`src/design/srep_pkg.sv`:
```
`timescale 1ns / 1ps

package srep_pkg;

  localparam int TABLE_ENTRIES   = 41;
  localparam int MAX_PATTERN_LEN = 4;
  localparam int WIN_DEPTH       = MAX_PATTERN_LEN + 1;
  localparam int EMOJI_MAX       = 6;
  localparam int QUEUE_DEPTH     = 4;

  localparam int CNT_W     = $clog2(WIN_DEPTH + 1);
  localparam int WIN_IDX_W = $clog2(WIN_DEPTH);
  localparam int ENTRY_W   = $clog2(TABLE_ENTRIES);
  localparam int EMO_IDX_W = $clog2(EMOJI_MAX);
  localparam int ELEN_W    = $clog2(EMOJI_MAX + 1);
  localparam int Q_PTR_W   = $clog2(QUEUE_DEPTH);
  localparam int Q_CNT_W   = $clog2(QUEUE_DEPTH + 1);

  localparam logic [7:0] CH_SLASH  = 8'h2F;
  localparam logic [7:0] CH_BSLASH = 8'h5C;

  typedef struct packed {
    logic [7:0] in_byte;
    logic       in_last;
  } msg_t;

  typedef struct packed {
    logic [7:0] out_byte;
    logic       out_last;
  } emo_t;

  typedef struct packed {
    logic               is_emoji;
    logic [ENTRY_W-1:0] entry;
    logic [7:0]         lit;
    logic               last;
  } token_t;

  // patterns are left-justified, first byte in the top byte lane
  localparam logic [8*MAX_PATTERN_LEN-1:0] PAT [TABLE_ENTRIES] = '{
    32'h3E3A2D28, 32'h3E3A2800, 32'h4F3A2D29, 32'h4F3A2900,
    32'h3A272D28, 32'h3A272800, 32'h3C2F3300, 32'h3A2D2900,
    32'h3B2D2900, 32'h3A2D4400, 32'h3A2D5000, 32'h3A2D7000,
    32'h3A2D2800, 32'h3A2D2F00, 32'h3A2D7C00, 32'h3A2D4F00,
    32'h3A2D6F00, 32'h3A2D2A00, 32'h3A2D5300, 32'h3A2D7300,
    32'h3A2D5800, 32'h3A5E2900, 32'h422D2900, 32'h3A290000,
    32'h3B290000, 32'h3A440000, 32'h3A500000, 32'h3A700000,
    32'h3A280000, 32'h3A2F0000, 32'h3A7C0000, 32'h3A4F0000,
    32'h3A6F0000, 32'h3A2A0000, 32'h3A530000, 32'h3A730000,
    32'h3A580000, 32'h42290000, 32'h58440000, 32'h78440000,
    32'h3C330000
  };

  localparam logic [CNT_W-1:0] PLEN [TABLE_ENTRIES] = '{
    3'd4, 3'd3, 3'd4, 3'd3, 3'd4, 3'd3, 3'd3, 3'd3,
    3'd3, 3'd3, 3'd3, 3'd3, 3'd3, 3'd3, 3'd3, 3'd3,
    3'd3, 3'd3, 3'd3, 3'd3, 3'd3, 3'd3, 3'd3, 3'd2,
    3'd2, 3'd2, 3'd2, 3'd2, 3'd2, 3'd2, 3'd2, 3'd2,
    3'd2, 3'd2, 3'd2, 3'd2, 3'd2, 3'd2, 3'd2, 3'd2,
    3'd2
  };

  localparam logic [8*EMOJI_MAX-1:0] EMO [TABLE_ENTRIES] = '{
    48'hF09F98A00000, 48'hF09F98A00000, 48'hF09F98870000, 48'hF09F98870000,
    48'hF09F98A20000, 48'hF09F98A20000, 48'hF09F92940000, 48'hF09F98800000,
    48'hF09F98890000, 48'hF09F98830000, 48'hF09F989B0000, 48'hF09F989B0000,
    48'hF09F989E0000, 48'hF09F98950000, 48'hF09F98900000, 48'hF09F98AE0000,
    48'hF09F98AE0000, 48'hF09F98980000, 48'hF09F98960000, 48'hF09F98960000,
    48'hF09FA4900000, 48'hF09F988F0000, 48'hF09F988E0000, 48'hF09F98800000,
    48'hF09F98890000, 48'hF09F98830000, 48'hF09F989B0000, 48'hF09F989B0000,
    48'hF09F989E0000, 48'hF09F98950000, 48'hF09F98900000, 48'hF09F98AE0000,
    48'hF09F98AE0000, 48'hF09F98980000, 48'hF09F98960000, 48'hF09F98960000,
    48'hF09FA4900000, 48'hF09F988E0000, 48'hF09F98860000, 48'hF09F98860000,
    48'hE29DA4EFB88F
  };

  localparam logic [ELEN_W-1:0] ELEN [TABLE_ENTRIES] = '{
    3'd4, 3'd4, 3'd4, 3'd4, 3'd4, 3'd4, 3'd4, 3'd4,
    3'd4, 3'd4, 3'd4, 3'd4, 3'd4, 3'd4, 3'd4, 3'd4,
    3'd4, 3'd4, 3'd4, 3'd4, 3'd4, 3'd4, 3'd4, 3'd4,
    3'd4, 3'd4, 3'd4, 3'd4, 3'd4, 3'd4, 3'd4, 3'd4,
    3'd4, 3'd4, 3'd4, 3'd4, 3'd4, 3'd4, 3'd4, 3'd4,
    3'd6
  };

  function automatic logic is_alnum(input logic [7:0] c);
    return (c >= 8'h61 && c <= 8'h7A) || (c >= 8'h41 && c <= 8'h5A) ||
           (c >= 8'h30 && c <= 8'h39);
  endfunction

endpackage

```
`src/design/srep_front.sv`:
```
`timescale 1ns / 1ps

module srep_front (
  input  logic                  clk,
  input  logic                  rst,
  input  logic                  msg_valid,
  output logic                  msg_stall,
  input  srep_pkg::msg_t        msg,
  output logic                  tok_valid,
  output srep_pkg::token_t      tok,
  input  logic                  tok_full
);

  logic [7:0]                 win      [srep_pkg::WIN_DEPTH];
  logic [7:0]                 win_next [srep_pkg::WIN_DEPTH];
  logic [srep_pkg::CNT_W-1:0] cnt, cnt_next, cnt_after, take;
  logic [7:0]                 prev, prev_next, a;
  logic                       start, start_next, drain, drain_next;
  logic                       need, fire, accept, boundary, m, ok, hit;
  logic [srep_pkg::ENTRY_W-1:0] hit_e;

  always_comb begin
    need     = (cnt == srep_pkg::CNT_W'(srep_pkg::WIN_DEPTH)) || (drain && cnt != '0);
    fire     = need && !tok_full;
    boundary = start || !srep_pkg::is_alnum(prev);
    hit      = 1'b0;
    hit_e    = '0;
    take     = srep_pkg::CNT_W'(1);
    m        = 1'b0;
    ok       = 1'b0;
    a        = '0;
    // scan backward so the earliest table entry wins
    for (int e = srep_pkg::TABLE_ENTRIES - 1; e >= 0; e--) begin
      m = boundary && (srep_pkg::PLEN[e] <= cnt);
      for (int i = 0; i < srep_pkg::MAX_PATTERN_LEN; i++) begin
        if (srep_pkg::CNT_W'(i) < srep_pkg::PLEN[e] &&
            win[i] != srep_pkg::PAT[e][8*(srep_pkg::MAX_PATTERN_LEN-i)-1 -: 8]) begin
          m = 1'b0;
        end
      end
      if (srep_pkg::PLEN[e] < cnt) begin
        a  = win[srep_pkg::PLEN[e][srep_pkg::WIN_IDX_W-1:0]];
        ok = !srep_pkg::is_alnum(a) &&
             !(srep_pkg::PLEN[e] <= srep_pkg::CNT_W'(2) &&
               (a == srep_pkg::CH_SLASH || a == srep_pkg::CH_BSLASH));
      end else begin
        ok = drain;
      end
      if (m && ok) begin
        hit   = 1'b1;
        hit_e = srep_pkg::ENTRY_W'(e);
        take  = srep_pkg::PLEN[e];
      end
    end

    cnt_after    = fire ? cnt - take : cnt;
    tok_valid    = fire;
    tok.is_emoji = hit;
    tok.entry    = hit_e;
    tok.lit      = win[0];
    tok.last     = drain && (cnt_after == '0);

    msg_stall = drain || ((cnt == srep_pkg::CNT_W'(srep_pkg::WIN_DEPTH)) && !fire);
    accept    = msg_valid && !msg_stall;

    win_next   = win;
    prev_next  = prev;
    start_next = start;
    drain_next = drain;
    if (fire) begin
      for (int t = 1; t <= srep_pkg::MAX_PATTERN_LEN; t++) begin
        if (take == srep_pkg::CNT_W'(t)) begin
          prev_next = win[t-1];
          for (int i = 0; i + t < srep_pkg::WIN_DEPTH; i++) begin
            win_next[i] = win[i+t];
          end
        end
      end
      start_next = 1'b0;
      if (tok.last) begin
        prev_next  = '0;
        start_next = 1'b1;
        drain_next = 1'b0;
      end
    end
    cnt_next = cnt_after;
    if (accept) begin
      win_next[cnt_after[srep_pkg::WIN_IDX_W-1:0]] = msg.in_byte;
      cnt_next = cnt_after + srep_pkg::CNT_W'(1);
      if (msg.in_last) begin
        drain_next = 1'b1;
      end
    end
  end

  always_ff @(posedge clk) begin
    if (rst) begin
      cnt   <= '0;
      prev  <= '0;
      start <= 1'b1;
      drain <= 1'b0;
    end else begin
      cnt   <= cnt_next;
      prev  <= prev_next;
      start <= start_next;
      drain <= drain_next;
    end
  end

  always_ff @(posedge clk) begin
    win <= win_next;
  end

endmodule

```
`src/design/srep_fifo.sv`:
```
`timescale 1ns / 1ps

module srep_fifo (
  input  logic             clk,
  input  logic             rst,
  input  logic             push,
  input  srep_pkg::token_t din,
  output logic             full,
  output logic             valid,
  output srep_pkg::token_t dout,
  input  logic             pop
);

  srep_pkg::token_t             mem [srep_pkg::QUEUE_DEPTH];
  logic [srep_pkg::Q_PTR_W-1:0] wr_ptr, rd_ptr;
  logic [srep_pkg::Q_CNT_W-1:0] count;
  logic                         do_push, do_pop;

  assign full    = (count == srep_pkg::Q_CNT_W'(srep_pkg::QUEUE_DEPTH));
  assign valid   = (count != '0);
  assign dout    = mem[rd_ptr];
  assign do_push = push && !full;
  assign do_pop  = pop && valid;

  always_ff @(posedge clk) begin
    if (rst) begin
      wr_ptr <= '0;
      rd_ptr <= '0;
      count  <= '0;
    end else begin
      if (do_push) begin
        wr_ptr <= wr_ptr + srep_pkg::Q_PTR_W'(1);
      end
      if (do_pop) begin
        rd_ptr <= rd_ptr + srep_pkg::Q_PTR_W'(1);
      end
      if (do_push && !do_pop) begin
        count <= count + srep_pkg::Q_CNT_W'(1);
      end else if (do_pop && !do_push) begin
        count <= count - srep_pkg::Q_CNT_W'(1);
      end
    end
  end

  always_ff @(posedge clk) begin
    if (do_push) begin
      mem[wr_ptr] <= din;
    end
  end

endmodule

```
`src/design/srep_back.sv`:
```
`timescale 1ns / 1ps

module srep_back (
  input  logic             clk,
  input  logic             rst,
  input  logic             tok_valid,
  input  srep_pkg::token_t tok_in,
  output logic             tok_pop,
  output logic             emo_valid,
  input  logic             emo_stall,
  output srep_pkg::emo_t   emo
);

  srep_pkg::token_t               tok_r;
  logic                           busy, advance, cur_final;
  logic [srep_pkg::EMO_IDX_W-1:0] idx;
  logic [8*srep_pkg::EMOJI_MAX-1:0] emo_word;
  logic [7:0]                     cur_byte;

  always_comb begin
    emo_word  = srep_pkg::EMO[tok_r.entry] << {idx, 3'b000};
    cur_byte  = tok_r.is_emoji ? emo_word[8*srep_pkg::EMOJI_MAX-1 -: 8] : tok_r.lit;
    cur_final = !tok_r.is_emoji ||
                (idx == srep_pkg::EMO_IDX_W'(srep_pkg::ELEN[tok_r.entry] - 1'b1));
    advance   = busy && (!emo_valid || !emo_stall);
    tok_pop   = tok_valid && (!busy || (advance && cur_final));
  end

  always_ff @(posedge clk) begin
    if (rst) begin
      busy      <= 1'b0;
      idx       <= '0;
      emo_valid <= 1'b0;
    end else begin
      if (advance) begin
        emo_valid    <= 1'b1;
        emo.out_byte <= cur_byte;
        emo.out_last <= tok_r.last && cur_final;
        idx          <= cur_final ? '0 : idx + srep_pkg::EMO_IDX_W'(1);
      end else if (!emo_stall) begin
        emo_valid <= 1'b0;
      end
      if (tok_pop) begin
        tok_r <= tok_in;
        busy  <= 1'b1;
      end else if (advance && cur_final) begin
        busy <= 1'b0;
      end
    end
  end

endmodule

```
`src/design/smiley_to_emoji_replacer_unit.sv`:
```
`timescale 1ns / 1ps
// Channel | Handshake                   | Payload
// msg     | msg_valid / msg_stall (in)  | srep_pkg::msg_t  (in_byte, in_last)
// emo     | emo_valid / emo_stall (out) | srep_pkg::emo_t  (out_byte, out_last)
//
// Input takes one byte per cycle while the five-byte match window has room or
// resolves its head in that same cycle; the window head is matched against all
// pattern entries at once. After a last byte the window drains one head per
// cycle while the queue has room, and input stalls until it is empty.
// Output gives one byte per cycle unless stalled: 1 per plain byte, 4 or 6
// per emoji, so output stalls back up through a 4-entry queue into the window.
// Reset (rst, synchronous) empties window, queue and output register.

module smiley_to_emoji_replacer_unit (
  input  logic           clk,
  input  logic           rst,
  input  logic           msg_valid,
  output logic           msg_stall,
  input  srep_pkg::msg_t msg,
  output logic           emo_valid,
  input  logic           emo_stall,
  output srep_pkg::emo_t emo
);

  srep_pkg::token_t f_tok, q_tok;
  logic             f_valid, q_full, q_valid, q_pop;

  srep_front u_front (
    .clk       (clk),
    .rst       (rst),
    .msg_valid (msg_valid),
    .msg_stall (msg_stall),
    .msg       (msg),
    .tok_valid (f_valid),
    .tok       (f_tok),
    .tok_full  (q_full)
  );

  srep_fifo u_fifo (
    .clk   (clk),
    .rst   (rst),
    .push  (f_valid),
    .din   (f_tok),
    .full  (q_full),
    .valid (q_valid),
    .dout  (q_tok),
    .pop   (q_pop)
  );

  srep_back u_back (
    .clk       (clk),
    .rst       (rst),
    .tok_valid (q_valid),
    .tok_in    (q_tok),
    .tok_pop   (q_pop),
    .emo_valid (emo_valid),
    .emo_stall (emo_stall),
    .emo       (emo)
  );

endmodule

```
`config.mk`:
```
export PLATFORM = sky130hd
export DESIGN_NAME = smiley_to_emoji_replacer_unit
export DESIGN_NICKNAME = d
export VERILOG_FILES = /design/src/design/srep_pkg.sv /design/src/design/srep_front.sv /design/src/design/srep_fifo.sv /design/src/design/srep_back.sv /design/src/design/smiley_to_emoji_replacer_unit.sv
export SDC_FILE = /design/constraint.sdc
export NUM_CORES = 1
export LEC_CHECK = 0
export BUFFER_PORTS_ARGS = -buffer_cell sky130_fd_sc_hd__buf_2
export CAP_MARGIN = 20
export CELL_PAD_IN_SITES_DETAIL_PLACEMENT = 0
export CELL_PAD_IN_SITES_GLOBAL_PLACEMENT = 1
export CORE_MARGIN = 2
export CORE_UTILIZATION = 50
export DETAILED_ROUTE_END_ITERATION = 10
export PLACE_DENSITY_LB_ADDON = 0.2
export SLEW_MARGIN = 10
export SYNTH_ARGS = -nofsm -noshare
export SYNTH_HDL_FRONTEND = slang
export SYNTH_HIERARCHICAL = 1
export SYNTH_SLANG_ARGS = --single-unit
```
`constraint.sdc`:
```
create_clock -name clk -period 11.2 [get_ports clk]
set_input_delay 2.24 -clock clk [delete_from_list [all_inputs] [get_ports clk]]
set_output_delay 2.24 -clock clk [all_outputs]
set_load 0.05 [all_outputs]
```
Word-level counts from Yosys, hierarchy flattened:

Memories as Yosys holds them, arrays and structs flattened. A register that Yosys moved wholly into a read port is not among the register bits.
Cells that the tools add are included.

* add/subtract/negate cells: 8
* magnitude comparators: 33
* equal/unequal tests: 53
* shift operators: 1
* mux-type cells: 231
* bitwise logic cells: 3
* reduce and logical (&&, ||, !) cells: 109

Operators by type and width (number)
* 6-bit 2-to-1 mux: 41
* 8-bit by 7-bit != test with 1-bit output, second input constant: 23
* 8-bit by 6-bit != test with 1-bit output, second input constant: 20
* 3-bit 2-to-1 mux: 47
* 1-bit 2-to-1 mux: 125
* 48-bit 2-to-1 mux: 2
* 1-bit logical AND: 71
* 8-bit by 7-bit >= comparator with 1-bit output, second input constant: 8
* 8-bit by 7-bit less-or-equal comparator with 1-bit output, second input constant: 8
* 32-bit 2-to-1 mux: 2
* 8-bit 2-to-1 mux: 8
* 48-bit by 6-bit << shifter with 48-bit output: 1
* 40-bit bitwise mux: 1
* 40-bit 2-to-1 mux: 1
* 8-bit by 6-bit >= comparator with 1-bit output, second input constant: 4
* 8-bit by 6-bit less-or-equal comparator with 1-bit output, second input constant: 4
* 8-bit demux with 3-bit select: 1
* 24-bit 2-to-1 mux: 1
* 16-bit 2-to-1 mux: 1
* 1-bit logical OR: 15
* 1-bit logical NOT: 14
* 3-bit by 1-bit adder with 3-bit output, second input constant: 3
* 3-bit equality test, second input constant: 3
* 8-bit by 6-bit equality test with 1-bit output, second input constant: 1
* 24 further kinds: 33

* bits in registers: 74
* memory bits (writable): 64
* ROM bits: 3264
* bits of input ports: 13
* output and inout bits: 11
* logic and storage cells: 458
* memories: 3

Memory list
* (name not given): depth 64, width 48, rd ports 1, clocked after Yosys merged registers in 0, write ports 0, line srep_back.sv:21 `emo_word = srep_pkg::EMO[tok_r.entry] << {idx, 3'b000};`
* (name not given): depth 64, width 3, rd ports 1, clocked after Yosys merged registers in 0, write ports 0, line srep_back.sv:24 `(idx == srep_pkg::EMO_IDX_W'(srep_pkg::ELEN[tok_r.entry] - 1'b1));`
* u_fifo.mem: depth 4, width 16, rd ports 1, clocked after Yosys merged registers in 1, write ports 1, line srep_fifo.sv:14 `srep_pkg::token_t mem [srep_pkg::QUEUE_DEPTH];`

Longest topological paths before layout:

* depth after elaboration: 60
* depth in mapped cells: 19

Cells and area by module:

The synthesis kept the hierarchy.

Modules (own cells, without submodules)
* srep_front: times used 1, cells an instance 694, area an instance 5182.5 um^2
* srep_fifo: times used 1, cells an instance 132, area an instance 2795.2 um^2
* srep_back: times used 1, cells an instance 174, area an instance 1750.4 um^2

Worst setup path before layout:

No wires, ideal clock.

* kind: register to register
* from: register u_front/win[31] (netlist bit)
* to: register u_front/win[10] (netlist bit)
* library setup time: 0.121 ns
* arrival: 4.540 ns
* required time: 11.079 ns
* slack: 6.538 ns
* stages on the path, launching flop included: 18
* path buffers: 2
* period minus slack after synthesis: 4.662 ns
* cells stage by stage: dfxtp_1 -> buf_2 -> or4b_2 -> or4_1 -> a31oi_1 -> or4_1 -> o21bai_1 -> nor2b_1 -> ha_1 -> fa_1 -> inv_1 -> o21ai_0 -> a2111o_1 -> nand4_2 -> nand2_4 -> or4_4 -> buf_6 -> mux2_4

RTL lines
* from (decl): line srep_front.sv:14 `logic [7:0] win [srep_pkg::WIN_DEPTH];`
* from (signal assigned): line srep_front.sv:111 `win <= win_next;`

==> impl_metrics.yaml <==
finish:
  drive_above_1_share_pct: 12.92
  filler_cell_count: 1713
  fin_nets: 1005
  diodes: 0
  seqCellArea_um2: 4094
  area_delta_synth_final_pct: 7.486
  multi_input_area_um2: 5059
  fin_cells: 1248
die:
  initial_core_util_pct: 50.48
  die-height_um: 143.5
  rows: 51
  die_x_um: 143.5
  ios: 24
  core_area_um2: 19270
  dieArea_um2: 20590
clock_tree:
  path_clk_slew_ps: 70
  htree_levels: 4
  clk_latency_ps: 450
  post_cts_buffers: 0
  tritoncts: "done"
  ctsResizeCount: 0
  cts_hold_buf: 0
  cts_sinks: 156
  cts_buffer_depth: 2
  clock-root-buffer: "clkbuf_16"
  numCtsBuffers: 17
drt:
  first_pass_iters: 5
  routed_wl_um: 27040
  drt-vias-per-instance: 6.462
  route.detailed.wl_per_inst_um: 21.66
  detail-route-antenna-nets: 0
  drt_iter0_drc: 920
  drc: 0
  routed-via-count: 8064
global_route:
  grt_pass1_wl_um: 42460
  antenna_found_initial: 0
  grt_usage_pct: 27.06
  grt_start_max_net_pins: 34
  grt_overflow: 0
  grt_pass1_vias: 7650
place:
  dp_hpwl_um: 19460
  port_buffers: 23
  routabilityCongestion: 0.9530
  dp.cells: 1215
critical_path:
  worstPathRequired_ps: 11560
  critical_path.max_stage_delay_ps: 840
  path_class: "register to register"
  worstPathCellList: "nand2_1 -> a31oi_1 -> nor2_1 -> or4_1 -> o21bai_1 -> buf_4 -> nor2b_1 -> ha_1 -> fa_1 -> inv_1 -> o21ai_0 -> a2111o_1 -> and4_2 -> nor3_2 -> mux2_2 -> a21oi_1"
  setup.worst_path.end_class: "register"
  path_buf_inv: 2
  cp_top_family: "simple AND/OR/NAND/NOR gates"
  crit_slowest_cell: "or4_1"
  path_max_fanout: 14
  cp.arrival_ps: 6160
  critPathLaunchType: "register"
power_and_ir_drop:
  power.density_nw_per_um2: 229.4
  p_sw_mw: 1.006
  power_frac_seq_pct: 43.9
  leakagePower_nw: 3.725
  comb_power_share_pct: 31.3
  peakVddDrop_mv: 0.1473
  power.total_mw: 2.399
  p_int_mw: 1.393
  power.share.clock_pct: 24.8
  switching_share_pct: 41.92
sta:
  timing.fmax_mhz: 172.5
  finalSetupViolations: 0
  relSlewSlack_pct: 25.19
  hold_slack_ps: 490.0
  maxSlewViolCount: 0
  fin_skew_ps: 20.12
  tightest_slew_ps: 1119
  finalCritPeriodShare_pct: 51.77
  rsz0062_at_grt: "false"
  finalHoldViolCount: 0
  fin_setup_tns_ps: 0
  layout_min_cycle_time_ps: 5799
synth:
  syn_area_um2: 9728
  syn_area_per_cell_um2: 9.728
  synth_edf_count: 97
  yosysSeqAreaShare_pct: 42.08
  yosys_register_bits: 156
  async_flop_share_pct: 0
  synthFlopType: "edfxtp_1"
  synth.distinct_cells: 101
  synth_cells: 1000
  syn_nets: 1035
  synth_warnings: 6
outcome:
  outcome: "finished, final reports clean"
worst_hold_path:
  holdCritPathClass: "register to register"
run:
  timing.max_cap.violations: 0
-- synthesized netlist by cell type (7+ instances only) --
| cell | number | share of area [%] |
|---|---|---|
| a211oi_1 | 9 | 0.69 |
| a21oi_1 | 57 | 2.9 |
| a221o_1 | 8 | 0.82 |
| a221oi_1 | 7 | 0.63 |
| a31oi_1 | 14 | 0.90 |
| and2_1 | 10 | 0.64 |
| and3_1 | 11 | 0.71 |
| buf_2 | 20 | 1.0 |
| buf_4 | 10 | 0.77 |
| clkbuf_1 | 43 | 1.7 |
| dfxtp_1 | 59 | 12 |
| edfxtp_1 | 97 | 30 |
| ha_1 | 20 | 2.6 |
| inv_1 | 48 | 1.9 |
| mux2_2 | 12 | 1.4 |
| mux2i_1 | 21 | 2.2 |
| mux4_2 | 16 | 3.7 |
| nand2_1 | 77 | 3.0 |
| nand2b_1 | 19 | 1.2 |
| nand3_1 | 24 | 1.2 |
| nand4_1 | 10 | 0.64 |
| nand4b_1 | 7 | 0.63 |
| nor2_1 | 73 | 2.8 |
| nor2b_1 | 14 | 0.90 |
| nor3_1 | 28 | 1.4 |
| nor4_1 | 12 | 0.77 |
| o211ai_1 | 27 | 2.1 |
| o21ai_0 | 39 | 2.0 |
| o21ai_1 | 10 | 0.51 |
| o21bai_1 | 7 | 0.54 |
| o22ai_1 | 10 | 0.64 |
| o31ai_1 | 8 | 0.62 |
| or3_1 | 19 | 1.2 |
-- cell families (layout without fill, tap and decap cells) --
group / count (synthesis) / after routing / share of synthesized area (%)
AND/OR/NAND/NOR: 361 / 361 / 20.77
AO/OA/AOI/OAI: 268 / 268 / 19.11
flip-flops: 156 / 156 / 42.08
buffers and inverters: 128 / 111 / 6.006
multiplexers: 55 / 55 / 8.141
adder cells (fa/ha/maj): 22 / 22 / 2.984
XOR/XNOR: 10 / 10 / 0.9003
-- placed cells by master, fill, tap and decap left out, types with 23 or more instances in the layout --
cell | synthesis | routed
edfxtp_1 | 97 | 97
nand2_1 | 77 | 77
nor2_1 | 73 | 72
dfxtp_1 | 59 | 59
a21oi_1 | 57 | 57
inv_1 | 48 | 48
o21ai_0 | 39 | 39
nor3_1 | 28 | 28
o211ai_1 | 27 | 27
nand3_1 | 24 | 24
buf_2 | 20 | 23
-- state kept, by name, summed over array words and instances, names as in the netlist, named ones only --
register and cells:
u_front/drain 1, u_fifo/rd_ptr 2, u_front/cnt 3, u_back/emo 9, u_front/prev 8, u_fifo/count 3, u_front/tok 8, u_fifo/mem 64
u_back/tok_r 16, u_front/win 24, u_back/busy 1, u_front/start 1, u_fifo/wr_ptr 2, u_back/emo_valid 1, u_back/idx 3
-- through the flow --
step | setup slack [ps] | util (%) | instance area, µm²
floorplan | 6538 | - | 9728
global placement | 5707 | 51.00 | 9828
detailed placement | 5556 | 51.00 | 9828
CTS | 5518 | 54.18 | 10440
global route | 5134 | 54.26 | 10460
finish | 5401 | 54.26 | 10460
-- power by group through the flow --
stage	clock (mW)	combinational (mW)	sequential [mW]
after floorplan	0	0.739	0.843
after global placement	0	0.730	1.06
after detailed placement	0	0.726	1.06
after CTS	0.604	0.730	1.05
after global routing	0.625	0.833	1.07
final	0.595	0.751	1.05
-- worst register-to-register path, delay by kind of cell (launching register included) --
family | cells | cell delay (ps)
compound gates | 5 | 1410
flops | 1 | 410
buf+inv | 2 | 360
fa+ha+maj | 2 | 690
mux | 1 | 410
simple gates | 6 | 2450
-- layer usage --
| layer | GRT usage (%) | wire, µm | part of all wire, % |
|---|---|---|---|
| met1 | 35.08 | 11080 | 41 |
| met4 | 12.49 | 1125 | 4.2 |
| met5 | 0 | 0 | 0 |
| met3 | 4.332 | 1893 | 7.0 |
| met2 | 44.56 | 12940 | 48 |
-- final cells by class --
| class | count | share of cell area, % |
|---|---|---|
| Clock buffer | 17 | 4.068 |
| Clock inverter | 15 | 1.795 |
| Inverter | 49 | 1.759 |
| Multi-Input combinational cell | 716 | 48.38 |
| Sequential cell | 156 | 39.15 |
| Tap cell | 265 | 3.171 |
| Timing Repair Buffer | 30 | 1.675 |
-- worst paths after layout --
path	end	slack, ps	cells past startpoint	start
worst min-delay path	u_front/prev[3]$_SDFFE_PP0P_	490	2	u_front/prev[3]$_SDFFE_PP0P_
worst max-delay path	u_front/tok[7]$_DFF_P_	5400	16	u_front/prev[4]$_SDFFE_PP0P_
worst max register to register	u_front/tok[7]$_DFF_P_	5400	16	u_front/prev[4]$_SDFFE_PP0P_
worst min register to register	u_front/prev[3]$_SDFFE_PP0P_	490	2	u_front/prev[3]$_SDFFE_PP0P_
Note: power is estimated with default switching activity, not from simulation.
